==> config.mk <==
export PLATFORM = sky130hd
export DESIGN_NAME = touch_gesture_event_classifier
export DESIGN_NICKNAME = d
export VERILOG_FILES = /design/src/tgec_pkg.sv /design/src/tgec_queue.sv /design/src/tgec_front.sv /design/src/tgec_back.sv /design/src/touch_gesture_event_classifier.sv
export SDC_FILE = /design/constraint.sdc
export NUM_CORES = 1
export LEC_CHECK = 0
export CORE_MARGIN = 2
export CORE_UTILIZATION = 57
export DETAILED_ROUTE_END_ITERATION = 10
export DONT_BUFFER_PORTS = 1
export GPL_TIMING_DRIVEN = 0
export PLACE_DENSITY_LB_ADDON = 0.15
export REMOVE_ABC_BUFFERS = 1
export SYNTH_ARGS = -nofsm -noshare
export SYNTH_HDL_FRONTEND = slang
export SYNTH_SLANG_ARGS = --single-unit
==> constraint.sdc <==
create_clock -name clock -period 7.4 [get_ports clock]
set_input_delay 1.48 -clock clock [delete_from_list [all_inputs] [get_ports clock]]
set_output_delay 1.48 -clock clock [all_outputs]
set_load 0.005 [all_outputs]
==> src/tgec_pkg.sv <==
// Shared types and constants for the touch gesture event classifier.
package tgec_pkg;

   localparam int QUEUE_DEPTH = 4;
   localparam int QUEUE_PTR_W = $clog2(QUEUE_DEPTH);
   localparam int QUEUE_CNT_W = $clog2(QUEUE_DEPTH + 1);

   localparam int CSR_INDEX_W = 3;
   localparam int CSR_DATA_W  = 48;

   typedef enum logic [3:0] {
      EV_NONE          = 4'd0,
      EV_TOUCHED       = 4'd1,
      EV_MOVE          = 4'd2,
      EV_LONG          = 4'd3,
      EV_AUTO_FAST     = 4'd4,
      EV_AUTO          = 4'd5,
      EV_RELEASED_LONG = 4'd6,
      EV_SHORT         = 4'd7,
      EV_RELEASED      = 4'd8
   } event_code_type;

   typedef enum logic [CSR_INDEX_W-1:0] {
      REG_SCREEN_MAX_X      = 3'd0,
      REG_SCREEN_MAX_Y      = 3'd1,
      REG_INVERT_Y          = 3'd2,
      REG_LONG_PRESS_TICKS  = 3'd3,
      REG_AUTO_REPEAT_TICKS = 3'd4,
      REG_FAST_REPEAT_MARKS = 3'd5,
      REG_RELEASE_TICKS     = 3'd6,
      REG_SLEEP_TICKS       = 3'd7
   } csr_index_type;

   typedef struct packed {
      event_code_type     first_code;
      logic               two_results;
      logic signed [11:0] x;
      logic [10:0]        y;
      logic               dimmed;
   } tick_record_type;

   typedef struct packed {
      logic full;
      logic empty;
   } queue_status_type;

endpackage

==> src/tgec_queue.sv <==
// Small register queue that carries tick records from the front to the back.
module tgec_queue (
   input  logic                      clock,
   input  logic                      reset,
   input  logic                      push,
   input  tgec_pkg::tick_record_type push_data,
   input  logic                      pop,
   output tgec_pkg::tick_record_type head_data,
   output tgec_pkg::queue_status_type status
);

   tgec_pkg::tick_record_type             mem_ff [tgec_pkg::QUEUE_DEPTH];
   logic [tgec_pkg::QUEUE_PTR_W-1:0]      wr_ptr_ff, wr_ptr_in;
   logic [tgec_pkg::QUEUE_PTR_W-1:0]      rd_ptr_ff, rd_ptr_in;
   logic [tgec_pkg::QUEUE_CNT_W-1:0]      count_ff, count_in;

   localparam logic [tgec_pkg::QUEUE_PTR_W-1:0] LAST_PTR =
      tgec_pkg::QUEUE_PTR_W'(tgec_pkg::QUEUE_DEPTH - 1);
   localparam logic [tgec_pkg::QUEUE_CNT_W-1:0] FULL_COUNT =
      tgec_pkg::QUEUE_CNT_W'(tgec_pkg::QUEUE_DEPTH);

   assign status.full  = (count_ff == FULL_COUNT);
   assign status.empty = (count_ff == '0);
   assign head_data    = mem_ff[rd_ptr_ff];

   always_comb begin
      wr_ptr_in = wr_ptr_ff;
      rd_ptr_in = rd_ptr_ff;
      count_in  = count_ff;
      if (push) begin
         wr_ptr_in = (wr_ptr_ff == LAST_PTR) ? '0 : wr_ptr_ff + 1'b1;
      end
      if (pop) begin
         rd_ptr_in = (rd_ptr_ff == LAST_PTR) ? '0 : rd_ptr_ff + 1'b1;
      end
      if (push && !pop) begin
         count_in = count_ff + 1'b1;
      end else if (pop && !push) begin
         count_in = count_ff - 1'b1;
      end
   end

   always_ff @(posedge clock) begin
      if (reset) begin
         wr_ptr_ff <= '0;
         rd_ptr_ff <= '0;
         count_ff  <= '0;
      end else begin
         wr_ptr_ff <= wr_ptr_in;
         rd_ptr_ff <= rd_ptr_in;
         count_ff  <= count_in;
      end
   end

   always_ff @(posedge clock) begin
      if (push) begin
         mem_ff[wr_ptr_ff] <= push_data;
      end
   end

endmodule

==> src/tgec_front.sv <==
// Front end: configuration registers, tick classification and gesture state.
module tgec_front (
   input  logic                                 clock,
   input  logic                                 reset,
   input  logic                                 req_valid,
   output logic                                 req_stall,
   input  logic                                 req_touched,
   input  logic signed [11:0]                   req_pos_x,
   input  logic signed [11:0]                   req_pos_y,
   input  logic                                 req_monitor_page,
   input  logic                                 csr_write_enable,
   input  logic [tgec_pkg::CSR_INDEX_W-1:0]     csr_index,
   input  logic [tgec_pkg::CSR_DATA_W-1:0]      csr_write_data,
   input  tgec_pkg::queue_status_type           queue_status,
   output logic                                 push,
   output tgec_pkg::tick_record_type            push_data
);

   logic [10:0] max_x_ff, max_y_ff;
   logic        invert_y_ff;
   logic [15:0] long_press_ff, auto_repeat_ff, sleep_ticks_ff;
   logic [47:0] fast_marks_ff;
   logic [7:0]  release_ticks_ff;

   logic [7:0]         countdown_ff, countdown_in;
   logic [15:0]        hold_ff, hold_in;
   logic               long_seen_ff, long_seen_in;
   logic [15:0]        idle_ff, idle_in;
   logic               dimmed_ff, dimmed_in;
   logic signed [11:0] held_x_ff, held_x_in;
   logic [10:0]        held_y_ff, held_y_in;

   logic [15:0]             hold_inc;
   logic [15:0]             idle_inc;
   logic [7:0]              countdown_dec;
   logic                    fast_hit;
   logic                    released;
   logic [10:0]             y_clamped;
   tgec_pkg::event_code_type code;
   logic                    accept;

   assign req_stall = queue_status.full;
   assign accept    = req_valid && !req_stall;
   assign push      = accept;

   assign hold_inc      = hold_ff + 16'd1;
   assign idle_inc      = idle_ff + 16'd1;
   assign countdown_dec = countdown_ff - 8'd1;

   always_comb begin
      fast_hit = 1'b0;
      for (int k = 0; k < 3; k++) begin
         if (fast_marks_ff[16*k +: 16] != 16'd0 && hold_inc == fast_marks_ff[16*k +: 16]) begin
            fast_hit = 1'b1;
         end
      end
   end

   always_comb begin
      countdown_in = countdown_ff;
      hold_in      = hold_ff;
      long_seen_in = long_seen_ff;
      idle_in      = idle_ff;
      dimmed_in    = dimmed_ff;
      held_x_in    = held_x_ff;
      held_y_in    = held_y_ff;
      released     = 1'b0;
      code         = tgec_pkg::EV_NONE;
      y_clamped    = '0;

      if (req_touched) begin
         dimmed_in = 1'b0;
         idle_in   = '0;
         if (req_pos_y[11]) begin
            y_clamped = '0;
         end else if (req_pos_y[10:0] > max_y_ff) begin
            y_clamped = max_y_ff;
         end else begin
            y_clamped = req_pos_y[10:0];
         end
         held_y_in = invert_y_ff ? (max_y_ff - y_clamped) : y_clamped;
         if ($signed({req_pos_x[11], req_pos_x}) > $signed({2'b00, max_x_ff})) begin
            held_x_in = $signed({1'b0, max_x_ff});
         end else begin
            held_x_in = req_pos_x;
         end

         if (countdown_ff != 8'd0) begin
            code    = tgec_pkg::EV_MOVE;
            hold_in = hold_inc;
            if (!long_seen_ff && hold_inc > long_press_ff) begin
               long_seen_in = 1'b1;
               code         = tgec_pkg::EV_LONG;
            end
            if (fast_hit) begin
               code = tgec_pkg::EV_AUTO_FAST;
            end
            if (hold_inc == auto_repeat_ff) begin
               hold_in = '0;
               code    = tgec_pkg::EV_AUTO;
            end
         end else begin
            code = tgec_pkg::EV_TOUCHED;
         end
         countdown_in = release_ticks_ff;
      end else begin
         if (countdown_ff != 8'd0) begin
            countdown_in = countdown_dec;
            if (countdown_dec == 8'd0) begin
               released     = 1'b1;
               code         = long_seen_ff ? tgec_pkg::EV_RELEASED_LONG : tgec_pkg::EV_SHORT;
               long_seen_in = 1'b0;
               hold_in      = '0;
            end
         end
         if (idle_ff < sleep_ticks_ff && !req_monitor_page) begin
            idle_in = idle_inc;
            if (idle_inc == sleep_ticks_ff) begin
               dimmed_in = 1'b1;
            end
         end
      end
   end

   always_comb begin
      push_data.first_code  = code;
      push_data.two_results = released;
      push_data.x           = held_x_in;
      push_data.y           = held_y_in;
      push_data.dimmed      = dimmed_in;
   end

   always_ff @(posedge clock) begin
      if (reset) begin
         max_x_ff         <= 11'd319;
         max_y_ff         <= 11'd239;
         invert_y_ff      <= 1'b0;
         long_press_ff    <= 16'd25;
         auto_repeat_ff   <= 16'd100;
         fast_marks_ff    <= '0;
         release_ticks_ff <= 8'd3;
         sleep_ticks_ff   <= 16'd3000;
      end else if (csr_write_enable) begin
         unique case (tgec_pkg::csr_index_type'(csr_index))
            tgec_pkg::REG_SCREEN_MAX_X:      max_x_ff         <= csr_write_data[10:0];
            tgec_pkg::REG_SCREEN_MAX_Y:      max_y_ff         <= csr_write_data[10:0];
            tgec_pkg::REG_INVERT_Y:          invert_y_ff      <= csr_write_data[0];
            tgec_pkg::REG_LONG_PRESS_TICKS:  long_press_ff    <= csr_write_data[15:0];
            tgec_pkg::REG_AUTO_REPEAT_TICKS: auto_repeat_ff   <= csr_write_data[15:0];
            tgec_pkg::REG_FAST_REPEAT_MARKS: fast_marks_ff    <= csr_write_data[47:0];
            tgec_pkg::REG_RELEASE_TICKS:     release_ticks_ff <= csr_write_data[7:0];
            tgec_pkg::REG_SLEEP_TICKS:       sleep_ticks_ff   <= csr_write_data[15:0];
            default: ;
         endcase
      end
   end

   always_ff @(posedge clock) begin
      if (reset) begin
         countdown_ff <= '0;
         hold_ff      <= '0;
         long_seen_ff <= 1'b0;
         idle_ff      <= '0;
         dimmed_ff    <= 1'b0;
         held_x_ff    <= '0;
         held_y_ff    <= '0;
      end else if (accept) begin
         countdown_ff <= countdown_in;
         hold_ff      <= hold_in;
         long_seen_ff <= long_seen_in;
         idle_ff      <= idle_in;
         dimmed_ff    <= dimmed_in;
         held_x_ff    <= held_x_in;
         held_y_ff    <= held_y_in;
      end
   end

endmodule

==> src/tgec_back.sv <==
// Back end: expands each tick record into one or two result transactions.
module tgec_back (
   input  logic                        clock,
   input  logic                        reset,
   input  tgec_pkg::tick_record_type   head_data,
   input  tgec_pkg::queue_status_type  queue_status,
   output logic                        pop,
   output logic                        rsp_valid,
   input  logic                        rsp_stall,
   output logic [3:0]                  rsp_event_code,
   output logic signed [11:0]          rsp_event_x,
   output logic [10:0]                 rsp_event_y,
   output logic                        rsp_backlight_dimmed,
   output logic                        rsp_last_of_tick
);

   typedef enum logic [1:0] {
      PHASE_FIRST  = 2'b01,
      PHASE_SECOND = 2'b10
   } phase_type;

   phase_type phase_ff, phase_in;
   logic      take;

   assign rsp_valid            = !queue_status.empty;
   assign take                 = rsp_valid && !rsp_stall;
   assign pop                  = take && rsp_last_of_tick;
   assign rsp_event_x          = head_data.x;
   assign rsp_event_y          = head_data.y;
   assign rsp_backlight_dimmed = head_data.dimmed;

   always_comb begin
      unique case (phase_ff)
         PHASE_FIRST: begin
            rsp_event_code   = head_data.first_code;
            rsp_last_of_tick = !head_data.two_results;
         end
         PHASE_SECOND: begin
            rsp_event_code   = tgec_pkg::EV_RELEASED;
            rsp_last_of_tick = 1'b1;
         end
         default: begin
            rsp_event_code   = head_data.first_code;
            rsp_last_of_tick = !head_data.two_results;
         end
      endcase
   end

   always_comb begin
      phase_in = phase_ff;
      if (take) begin
         phase_in = rsp_last_of_tick ? PHASE_FIRST : PHASE_SECOND;
      end
   end

   always_ff @(posedge clock) begin
      if (reset) begin
         phase_ff <= PHASE_FIRST;
      end else begin
         phase_ff <= phase_in;
      end
   end

endmodule

==> src/touch_gesture_event_classifier.sv <==
// Top level of the touch gesture event classifier.
// A tick accepted by the front end is queued; its first result shows once earlier
// records are taken. Throughput: one tick per cycle while results are taken; a
// release tick gives two results, so the one-result-per-cycle port sets the rate.
// A four-entry queue between classifier and result sequencer absorbs output stalls.
// Reset (synchronous): gesture state and queue clear, registers return to defaults.
module touch_gesture_event_classifier (
   input  logic                             clock,
   input  logic                             reset,
   input  logic                             req_valid,
   output logic                             req_stall,
   input  logic                             req_touched,
   input  logic signed [11:0]               req_pos_x,
   input  logic signed [11:0]               req_pos_y,
   input  logic                             req_monitor_page,
   output logic                             rsp_valid,
   input  logic                             rsp_stall,
   output logic [3:0]                       rsp_event_code,
   output logic signed [11:0]               rsp_event_x,
   output logic [10:0]                      rsp_event_y,
   output logic                             rsp_backlight_dimmed,
   output logic                             rsp_last_of_tick,
   input  logic                             csr_write_enable,
   input  logic [tgec_pkg::CSR_INDEX_W-1:0] csr_index,
   input  logic [tgec_pkg::CSR_DATA_W-1:0]  csr_write_data
);

   tgec_pkg::queue_status_type queue_status;
   tgec_pkg::tick_record_type  push_data;
   tgec_pkg::tick_record_type  head_data;
   logic                       push;
   logic                       pop;

   tgec_front u_front (
      .clock            (clock),
      .reset            (reset),
      .req_valid        (req_valid),
      .req_stall        (req_stall),
      .req_touched      (req_touched),
      .req_pos_x        (req_pos_x),
      .req_pos_y        (req_pos_y),
      .req_monitor_page (req_monitor_page),
      .csr_write_enable (csr_write_enable),
      .csr_index        (csr_index),
      .csr_write_data   (csr_write_data),
      .queue_status     (queue_status),
      .push             (push),
      .push_data        (push_data)
   );

   tgec_queue u_queue (
      .clock     (clock),
      .reset     (reset),
      .push      (push),
      .push_data (push_data),
      .pop       (pop),
      .head_data (head_data),
      .status    (queue_status)
   );

   tgec_back u_back (
      .clock                (clock),
      .reset                (reset),
      .head_data            (head_data),
      .queue_status         (queue_status),
      .pop                  (pop),
      .rsp_valid            (rsp_valid),
      .rsp_stall            (rsp_stall),
      .rsp_event_code       (rsp_event_code),
      .rsp_event_x          (rsp_event_x),
      .rsp_event_y          (rsp_event_y),
      .rsp_backlight_dimmed (rsp_backlight_dimmed),
      .rsp_last_of_tick     (rsp_last_of_tick)
   );

endmodule

# Word-level counts from Yosys, hierarchy flattened
# Memories as Yosys holds them, arrays and structs flattened. A register that Yosys moved wholly into a read port is not among the register bits.
# Cells that the tools add are included.
[totals] ff_bits=201 latchBits=0 ram_bits=116 mem_bits_ro=0 output_inout_bits=31 elab_cells=139 mem_count=1
[classes] add_sub_neg=8 multipliers=0 div=0 magnitude_cmp=4 eq_ne=17 shifts=0 muxes=49 bitwise=0 n_reduce_logical=41
[memory_table] memory="u_queue.mem_ff" words=4 word_bits=29 read_ports=1 rd_clocked_by_memory_dff=1 write_ports=1 line="tgec_queue.sv:12" rtl="tgec_pkg::tick_record_type mem_ff [tgec_pkg::QUEUE_DEPTH];"
[op_table] cell="$mux 16" n=7
[op_table] cell="$eq 16x16->1" n=5
[op_table] cell="$mux 11" n=5
[op_table] cell="$reduce_bool 16->1" n=3
[op_table] cell="$add 16x1->16 const B" n=2
[op_table] cell="$mux 12" n=2
[op_table] cell="$reduce_and 2->1" n=10
[op_table] cell="$mux 1" n=19
[op_table] cell="$gt 16x16->1" n=1
[op_table] cell="$lt 16x16->1" n=1
[op_table] cell="$mux 4" n=4
[op_table] cell="$mux 8" n=2
[op_table] cell="$eq 3x3->1 const B" n=5
[op_table] cell="$mux 3" n=5
[op_table] cell="$gt 12x12->1" n=1
[op_table] cell="$gt 11x11->1" n=1
[op_table] cell="$sub 11x11->11" n=1
[op_table] cell="$logic_and 1x1->1" n=10
[op_table] cell="$mux 2" n=5
[op_table] cell="$logic_not 1->1" n=8
[op_table] cell="$logic_not 8->1" n=1
[op_table] cell="$reduce_bool 2->1" n=4
[op_table] cell="$reduce_bool 8->1" n=1
[op_table] cell="$sub 8x1->8 const B" n=1
[op_table] cell="10 further kinds" n=15

# Longest topological paths before layout
# Gate-level depths: netlist of the first run.
[depth] word_depth=10 depth_mapped=23

# Hierarchy
# A second synthesis of the first run with hierarchy kept.
[unflattened] cells_unflattened=1871 hier_area_um2=17581.9
[by_module_without_submodules] module="tgec_front" instances=1 cells_each=1637 area_each_um2=12637.1
[by_module_without_submodules] module="tgec_queue" instances=1 cells_each=195 area_each_um2=4633.2
[by_module_without_submodules] module="tgec_back" instances=1 cells_each=39 area_each_um2=311.5

# Worst setup path before layout of the first run
# Ideal clock, no wire load.
[synth_path] path_kind="input-to-reg" start="input port req_pos_y[5]" end="memory u_queue.mem_ff[0][11] in the netlist's numbering (data pin)" setup_ns=0.219 t_arrival_ns=5.400 path_slack_ns=1.781 cell_stages=22 path_cell_list="ha_1 a21o_1 a21oi_1 o21ai_0 o21ai_1 a21oi_1 a211o_1 clkbuf_1 a21oi_1 o21a_1 ha_1 inv_1 fa_1 a21o_1 a211oi_1 nor2_1 o41ai_1 o21a_1 a21oi_1 a21o_1 a22o_1 o31ai_1"
[synth_lines] item="start, declared" line="touch_gesture_event_classifier.sv:14" rtl="input logic signed [11:0] req_pos_y,"
[synth_lines] item="end, declared" line="tgec_queue.sv:12"

==> results of run 1 <==
==> kinds of logic after synthesis <==
group	Yosys count	synth area share
AOI/OAI and AO/OA	403	0.148
adders and majority gates	77	0.0588
xor gates and xnor gates	95	0.0618
buffers and inverters	192	0.0482
and+or+nand+nor	616	0.180
muxes	60	0.0572
DFF	315	0.446
==> stage by stage <==
stage / power (uW) / setup slack (ns) / utilization / hold slack [ns]
after CTS: 4440 / 0.800 / 0.623 / 0.452
after detailed placement: 2780 / 0.267 / 0.585 / 0.444
after global routing: 4600 / 0.884 / 0.624 / 0.467
final: 4410 / 1.22 / 0.624 / 0.455
after floorplan: 2590 / 1.57 / - / 0.428
after global placement: 2740 / 0.550 / 0.581 / 0.436
==> final cells by class <==
type                       count  area, um^2  share of cell area
sequential                   315        7430               0.415
inverter                      92         345              0.0193
tap                          384         480              0.0268
clock buffer                  46         947              0.0529
clock inverter                15         155             0.00867
multi-input combinational   1251        8460               0.473
timing repair buffer           6        86.3             0.00482
==> power by group through the flow <==
stage / combinational, uW / clock (uW) / sequential [uW]
2_1_floorplan: 534 / 0 / 2050
3_3_place_gp: 658 / 0 / 2080
3_5_place_dp: 710 / 0 / 2070
4_1_cts: 716 / 1690 / 2030
5_1_grt: 796 / 1760 / 2050
6_report: 710 / 1660 / 2030
==> state kept, by name, summed over array words and instances, names as in the netlist, 11 cells and up, named ones only <==
register	cells
u_queue.mem_ff	112
u_front.fast_marks_ff	48
u_front.auto_repeat_ff	16
u_front.hold_ff	16
u_front.idle_ff	16
u_front.long_press_ff	16
u_front.sleep_ticks_ff	16
u_front.held_x_ff	12
u_front.held_y_ff	11
u_front.max_x_ff	11
u_front.max_y_ff	11
==> critical path, delay by kind of cell <==
| kind | cells | cell delay, ns |
|---|---|---|
| AND/OR/NAND/NOR | 1 | 0.10 |
| buffers and inverters | 1 | 0.30 |
| AO/OA/AOI/OAI | 16 | 3.88 |
| adder cells (fa/ha/maj) | 2 | 0.64 |
==> cells in the mapped netlist (all sizes together), types with 13 or more instances <==
cell,instances,area [um^2]
a211oi,21,158
a21o,13,97.6
a21oi,155,776
a31oi,39,250
and2,13,81.3
and3,14,87.6
buf,26,180
clkbuf,74,278
dfxtp,203,4060
edfxtp,112,3360
ha,75,938
inv,92,345
mux2i,31,310
mux4,28,631
nand2,277,1050
nand3,33,170
nand4,27,205
nor2,112,423
nor2b,22,138
nor3,34,191
nor4,25,178
o211ai,28,210
o21ai,79,395
xnor2,49,448
xnor3,13,293
xor2,33,289
==> path summary, 6_finish.rpt <==
path / from / to / cells after the start
min: u_front.long_press_ff[14]$_SDFFE_PP0P_ / u_front.long_press_ff[14]$_SDFFE_PP0P_ / 2
min reg2reg: u_front.long_press_ff[14]$_SDFFE_PP0P_ / u_front.long_press_ff[14]$_SDFFE_PP0P_ / 2
max: req_pos_y[5] / u_queue.mem_ff[3][11]$_DFFE_PP_ / 20
max reg2reg: u_front.max_y_ff[1]$_SDFFE_PP1P_ / u_queue.mem_ff[3][11]$_DFFE_PP_ / 21
==> metal layers <==
layer  wire [um]  part of all wire  GRT usage  vias up
met2       19400              0.48      0.446      354
met1       17500              0.43      0.347     6117
met4        1160             0.029     0.0931        0
li1            -                 -          -     6190
met3        2450             0.060     0.0477       79
met5           0                 0          0        -
==> results.txt, run 1 <==
The flow ran to the end, and the final reports show no timing, DRC or antenna violations. In this run the remaining antenna-violating nets after routing total 0. The part of the power in the clock network is 0.378. For this run, the total global-route usage over all layers was measured as 0.266. The count of final max-slew check failures came to 0. The fraction of power spent switching nets came out at 0.268. The share of the clock period used by the worst path after layout came out at 0.835.

The final net count is ~1900. The final critical-path required period is slightly above 6 ns. Leaving out fill and tap cells, the most frequent cell in the layout is nand2_1. The placeable core region is approximately 29000 um^2. Of the total power, registers draw 0.461.

The number of top-level pins is between 100 and 150. The count of clock tree sinks came out at 315. The y dimension of the die is 175 um. The unique cell type count in the Yosys netlist is 85. Relative to the synthesized area, the layout overhead comes to 7.51%.

The number of standard cells in the layout, taps in and fillers out is approximately 2100. The post-synthesis cell area is approximately 17000 um^2. The count of hold buffers inserted by post-cts repair came out at 0. The total power per unit cell area is 246 nW/um^2. The wire length of the first global-routing pass came out at between 60000 and 70000 um. The total cell area at the placement stage came out at about 17000 um^2. 0 antenna diodes ended up in the layout. The mean area per synthesized cell came out at between 9 and 10 um^2. The final setup violation count is 0. The sum of negative setup slack is 0 ns.

The maximum fanout along the worst path is 8. The horizontal die dimension came out at about 170 um. The total number of H-tree levels is 2. The worst hold path belongs to the class flip-flop to flip-flop. Yosys mapped a number of flops with a built-in enable equal to 112. Setup repair after global routing left no endpoint under its margin. The largest buffer count on any clock path came out at 3. The cell row count is 62. Clock tree synthesis selected as its root buffer the cell clkbuf_16. For the pin with the worst max-slew slack, the measured transition is 1.34 ns. The length of the first detailed-routing pass in iterations is 6. The number of global-route vias before repair came out at between 10000 and 15000. The overall die area is between 30000 and 40000 um^2.

The wire length per cell is 19.2 um. The critical path launch point type is an input port. The required time at the endpoint of the critical path came out at roughly 7.6 ns.

The final routed DRC violation total came out at 0. The register-to-register setup slack came out at 1.70 ns. The worst setup path is captured at a flip-flop. The maximum VDD drop came out at between 150 and 200 uV. In this design, the stage delay of the slowest critical-path cell is ~0.6 ns. For this run, the number of Yosys warnings is 0.

The share of async-settable or async-resettable flops after synthesis came out at 0. Detailed routing inserted a total of between 10000 and 15000 vias. Once the clock tree was built, the resizer swapped 0 gates to a different size. The net switching power figure is ~1200 uW. Traced cell by cell, the critical path runs through ha_1 > a21o_1 > a21oi_1 > o21ai_0 > o21ai_1 > a21oi_1 > a211oi_1 > buf_2 > o21ai_0 > a21o_1 > ha_1 > a21o_1 > a211oi_1 > nor2_1 > o41ai_1 > o21a_1 > a21oi_1 > a21o_1 > a22o_1 > o31ai_1. The relative max-transition margin came out at 0.104. The sequential cell area fraction in the yosys report is 0.446. The critical path data arrival time came out at roughly 6.4 ns. The highest attainable clock frequency is 0.162 GHz. The number of hold violations in the final report came to 0. The starting density of the core is 0.580. Using the TritonRoute via totals, the vias-per-cell ratio works out to 6.04. The final RePlAce weighted congestion is about 0.90. The design area is approximately 18000 um^2. The library cells used most frequently in the layout, excluding fill and tap cells, are 276 x nand2_1, 201 x dfxtp_1, 155 x a21oi_1, 112 x edfxtp_1, 108 x nor2_1. The quantity of I/O buffers inserted on ports is 0. The master of the slowest instance on the critical path is o41ai_1. The number of standard cells after synthesis is 1758.

The total of flip-flops plus latches after synthesis is approximately 320. The filler cell count in the final layout is around 2400. For the worst-skew pair, the clock arrives at the later sink with an insertion delay of between 0.5 and 0.6 ns. The number of CTS-inserted buffers came out at 34. The prevailing post-synth register cell is dfxtp_1.

The worst setup path is of the input port to flip-flop kind. The HPWL after detailed placement is approximately 28000 um. The static leakage is around 0.0065 uW. Of the total power, combinational logic draws 0.161.

Buffers added to address setup during post-CTS repair amount to 0. The cell repeated most along the worst path is a21o_1. The violation count after the first detailed-routing iteration is roughly 870.

The ratio of cells with drive above 1 in the final layout came out at 0.0730. Entering global routing, the biggest net connects roughly 150 pins. The internal power of the cells totals 3220 uW. The remaining global-route overflow is 0. The number of violations of the max-capacitance limit is 0. TritonCTS built the clock tree.

For this block, the routed nets add up to 40500 um of wire. The number of instances in the placed design came out at 2047. The clock tree skew after final layout came out at 0.0225 ns. The initial antenna violation count is 1. After clock tree synthesis, the clock-pin slew on the worst setup and hold paths is approximately 0.060 ns.
Note: power is estimated with default switching activity, not from simulation.
==> inputs of run 2 (changes only) <==
clock period = 6 ns   (was 7.4 ns; I/O delays follow)
==> run 2 against run 1 <==
Net effect:
- sequential power increased by 23%
- non-clock buffer count decreased by 1
- via count decreased by 0.70%
- final cell count about the same
- cell area about the same
- combinational power increased by 24%
- worst hold slack got worse by 0.0039 ns
- routed wire length about the same
- sequential share of layout area about the same
- critical endpoint unchanged
- largest power group unchanged
==> results.txt, run 2 (synthesis results as in run 1) <==
The run finished with clean final reports. Clock skew on the completed layout was measured at approximately 0.024 ns. The worst hold slack across all endpoints is 0.451 ns. For this block, the initial DRC count from the detailed router was 916.

The internal power is 3980 uW. In this run the critical register-to-register path is captured at u_queue.mem_ff[3][11]$_DFFE_PP_. The total number of H-tree levels is 2.

The hold-critical path depth came out at 2. The number of instances in the placed design came out at between 2000 and 2500. The final setup violation count is 0. The maximum fanout along the worst path is 12.

The cell sitting at the root of the clock tree is a clkbuf_16. The count of antenna diodes in the layout came out at 0. For this run, design rule violations remaining after detail routing come to 0.

The wire length per cell is roughly 19 um. The worst setup path is captured at a flip-flop. The maximum VDD drop is 224 uV.

The initial antenna violation count is 1. Counting I/O delays and the setup requirement, the final critical path takes 5.54 ns. The power after layout is between 5000 and 6000 uW. The clock insertion delay at the later pin of the skew report came out at between 0.5 and 0.6 ns.

For this configuration, the core starts out at a cell density of 0.580. The most frequent standard cell in the layout excluding fill and tap cells is nand2_1. The start-to-end type of the worst setup path is input port to flip-flop. The number of standard cells in the layout, taps in and fillers out came out at 2108. Static timing analysis puts the maximum clock frequency at around 0.18 GHz. The proportion of power drawn by combinational gates is 0.161. The min-delay analysis places its worst path in the category flip-flop to flip-flop. The ratio of cells with drive above 1 in the final layout is 0.0737. The final routed wirelength across all metal layers is a little over 40000 um.

The worst reg2reg path startpoint is u_front.max_y_ff[1]$_SDFFE_PP1P_. The static leakage is 0.00650 uW. The number of violations of the max-capacitance limit is 0.

The pre-antenna-repair detailed-routing pass consisted of 5 iterations. The required time at the endpoint of the critical path came out at slightly above 6 ns. In this run the most critical hold path is launched from u_front.long_press_ff[14]$_SDFFE_PP0P_. The cell that appears most often on the critical path is a21oi_1. The tree built by TritonCTS fans out to 315 sinks. The critical path data arrival time is just under 6 ns. The average via count per standard cell came out at around 6.0.

The post-route antenna net violation count came out at 0. The count of final max-slew check failures is 0. The part of the power in the clock network came out at 0.378. The hold-critical path endpoint is u_front.long_press_ff[14]$_SDFFE_PP0P_.

The number of hold violations in the final report came out at 0. The y dimension of the die is around 170 um. In the layout the commonest cells are 276 x nand2_1, 201 x dfxtp_1, 155 x a21oi_1, 112 x edfxtp_1, 108 x nor2_1. The register with the most flip-flops in the layout has approximately 110 of them. The critical path goes through ha_1 > a21o_1 > a21oi_1 > o21ai_0 > o21ai_1 > a21oi_1 > a211o_1 > a21oi_1 > o21a_1 > ha_1 > inv_1 > fa_1 > a21o_1 > a211oi_1 > nor2_1 > o41ai_2 > o21a_1 > a21oi_1 > a21o_1 > a22o_1 > o31ai_1. The register-to-register setup slack is 0.67 ns. The quantity of I/O buffers inserted on ports came out at 0. Row generation in the floorplan step produced a little over 60 rows. Power spread over the standard cell area amounts to 303 nW/um^2. The register with the most flip-flops in the final layout is u_queue.mem_ff.

The register share of total power is 0.461. The wire length of the first global-routing pass is around 65000 um. The number of global-route vias before repair is ~12000. The slew of the pin with the lowest slew margin came out at roughly 1.3 ns. The count of hold buffers inserted by post-cts repair came out at 0. For this design the total switching power over the nets is 1460 uW. The clock slew at the register clock pins of the worst setup and hold paths came out at 0.06 ns. The global routing usage summed across all routing layers is 0.266. The largest stage delay on the critical path is 0.53 ns.

The final design utilization is 0.624. The pin count of the biggest net entering global routing came out at 151. The area growth from synthesis to layout is 7.60%. The critical path launch point type is an input port.

The final net count is around 1900. The relative max-transition margin is 0.101. The number of top-level pins came out at between 100 and 150. The largest registers in the layout are u_queue.mem_ff (112), u_front.fast_marks_ff (48). The share of the clock period used by the worst path after layout is 0.923. The number of CTS-inserted buffers came out at 34. TritonCTS built the clock tree.

The overall die area is approximately 31000 um^2. The half-perimeter wire length after placement came out at approximately 28000 um. The remaining global-route overflow is 0.

The filler cell count in the final layout is 2424. Setup repair after global routing left no endpoint under its margin. The placeable core region came out at 28700 um^2. The depth of the worst register-to-register path came out at 22. In this run the deepest clock path goes through 3 buffers. In this run the horizontal extent of the chip is 175 um. The final RePlAce weighted congestion is 0.904. The master of the slowest instance on the critical path is o31ai_1.

The fraction of power spent switching nets came out at 0.268. The final route contains 12700 vias.
run 2: cell count changes in the layout (fill, tap and decap cells not counted), sizes merged:
cell,change
buf,-1
run 2: power groups by stage:
stage	Sequential (uW)	Clock, uW	Combinational, uW
after floorplan	2530	0	658
after global placement	2560	0	811
after detailed placement	2550	0	876
after CTS	2510	2090	883
after global routing	2520	2170	984
final	2500	2050	877
run 2: worst max-delay path by stage:
stage,from,end,slack [ns],cells after the start
2_1_floorplan,req_pos_y[5],u_queue.mem_ff[0][11]$_DFFE_PP_,0.45,19
3_3_place_gp,req_pos_y[5],u_queue.mem_ff[0][11]$_DFFE_PP_,-0.57,19
3_5_place_dp,req_pos_y[5],u_queue.mem_ff[1][11]$_DFFE_PP_,-0.85,19
4_1_cts,req_pos_y[5],u_queue.mem_ff[1][11]$_DFFE_PP_,0.17,19
5_1_grt,req_pos_y[5],u_queue.mem_ff[1][11]$_DFFE_PP_,0.15,21
6_report,req_pos_y[5],u_queue.mem_ff[3][11]$_DFFE_PP_,0.46,21
run 2: final cells by class:
class                      instances  area [um^2]  share of cell area
clock buffer                      46          947              0.0529
clock inverter                    15          155             0.00866
inverter                          92          345              0.0193
multi-input combinational       1251         8480               0.473
sequential                       315         7430               0.415
tap                              384          480              0.0268
timing repair buffer               5         81.3             0.00454
run 2: repair_timing:
item | CTS | global route
gates resized for setup | 1 | 2
hold endpoints to repair | 0 | 0
setup endpoints to repair | 4 | 4
buffers inserted | 0 | 0
run 2: metrics by stage:
step                instance area, um^2  worst slack, ns  TNS, ns
finish                            17900            0.460        0
global route                      17900            0.147        0
CTS                               17900            0.174        0
detailed placement                16800           -0.853    -4.83
global placement                  16700           -0.570    -2.75
floorplan                         16200            0.455        0
run 2: per-layer routing:
layer | track usage | up-vias | share of wire
met4 | 0.0931 | 0 | 0.028
met3 | 0.0477 | 81 | 0.063
met2 | 0.446 | 364 | 0.48
met1 | 0.347 | 6019 | 0.43
li1 | - | 6187 | -
met5 | 0 | - | 0
run 2: critical path, delay by kind of cell:
family,cells,cell delay [ns]
compound gates,16,3.54
fa+ha+maj,3,0.86
buf+inv,1,0.05
simple gates,1,0.11
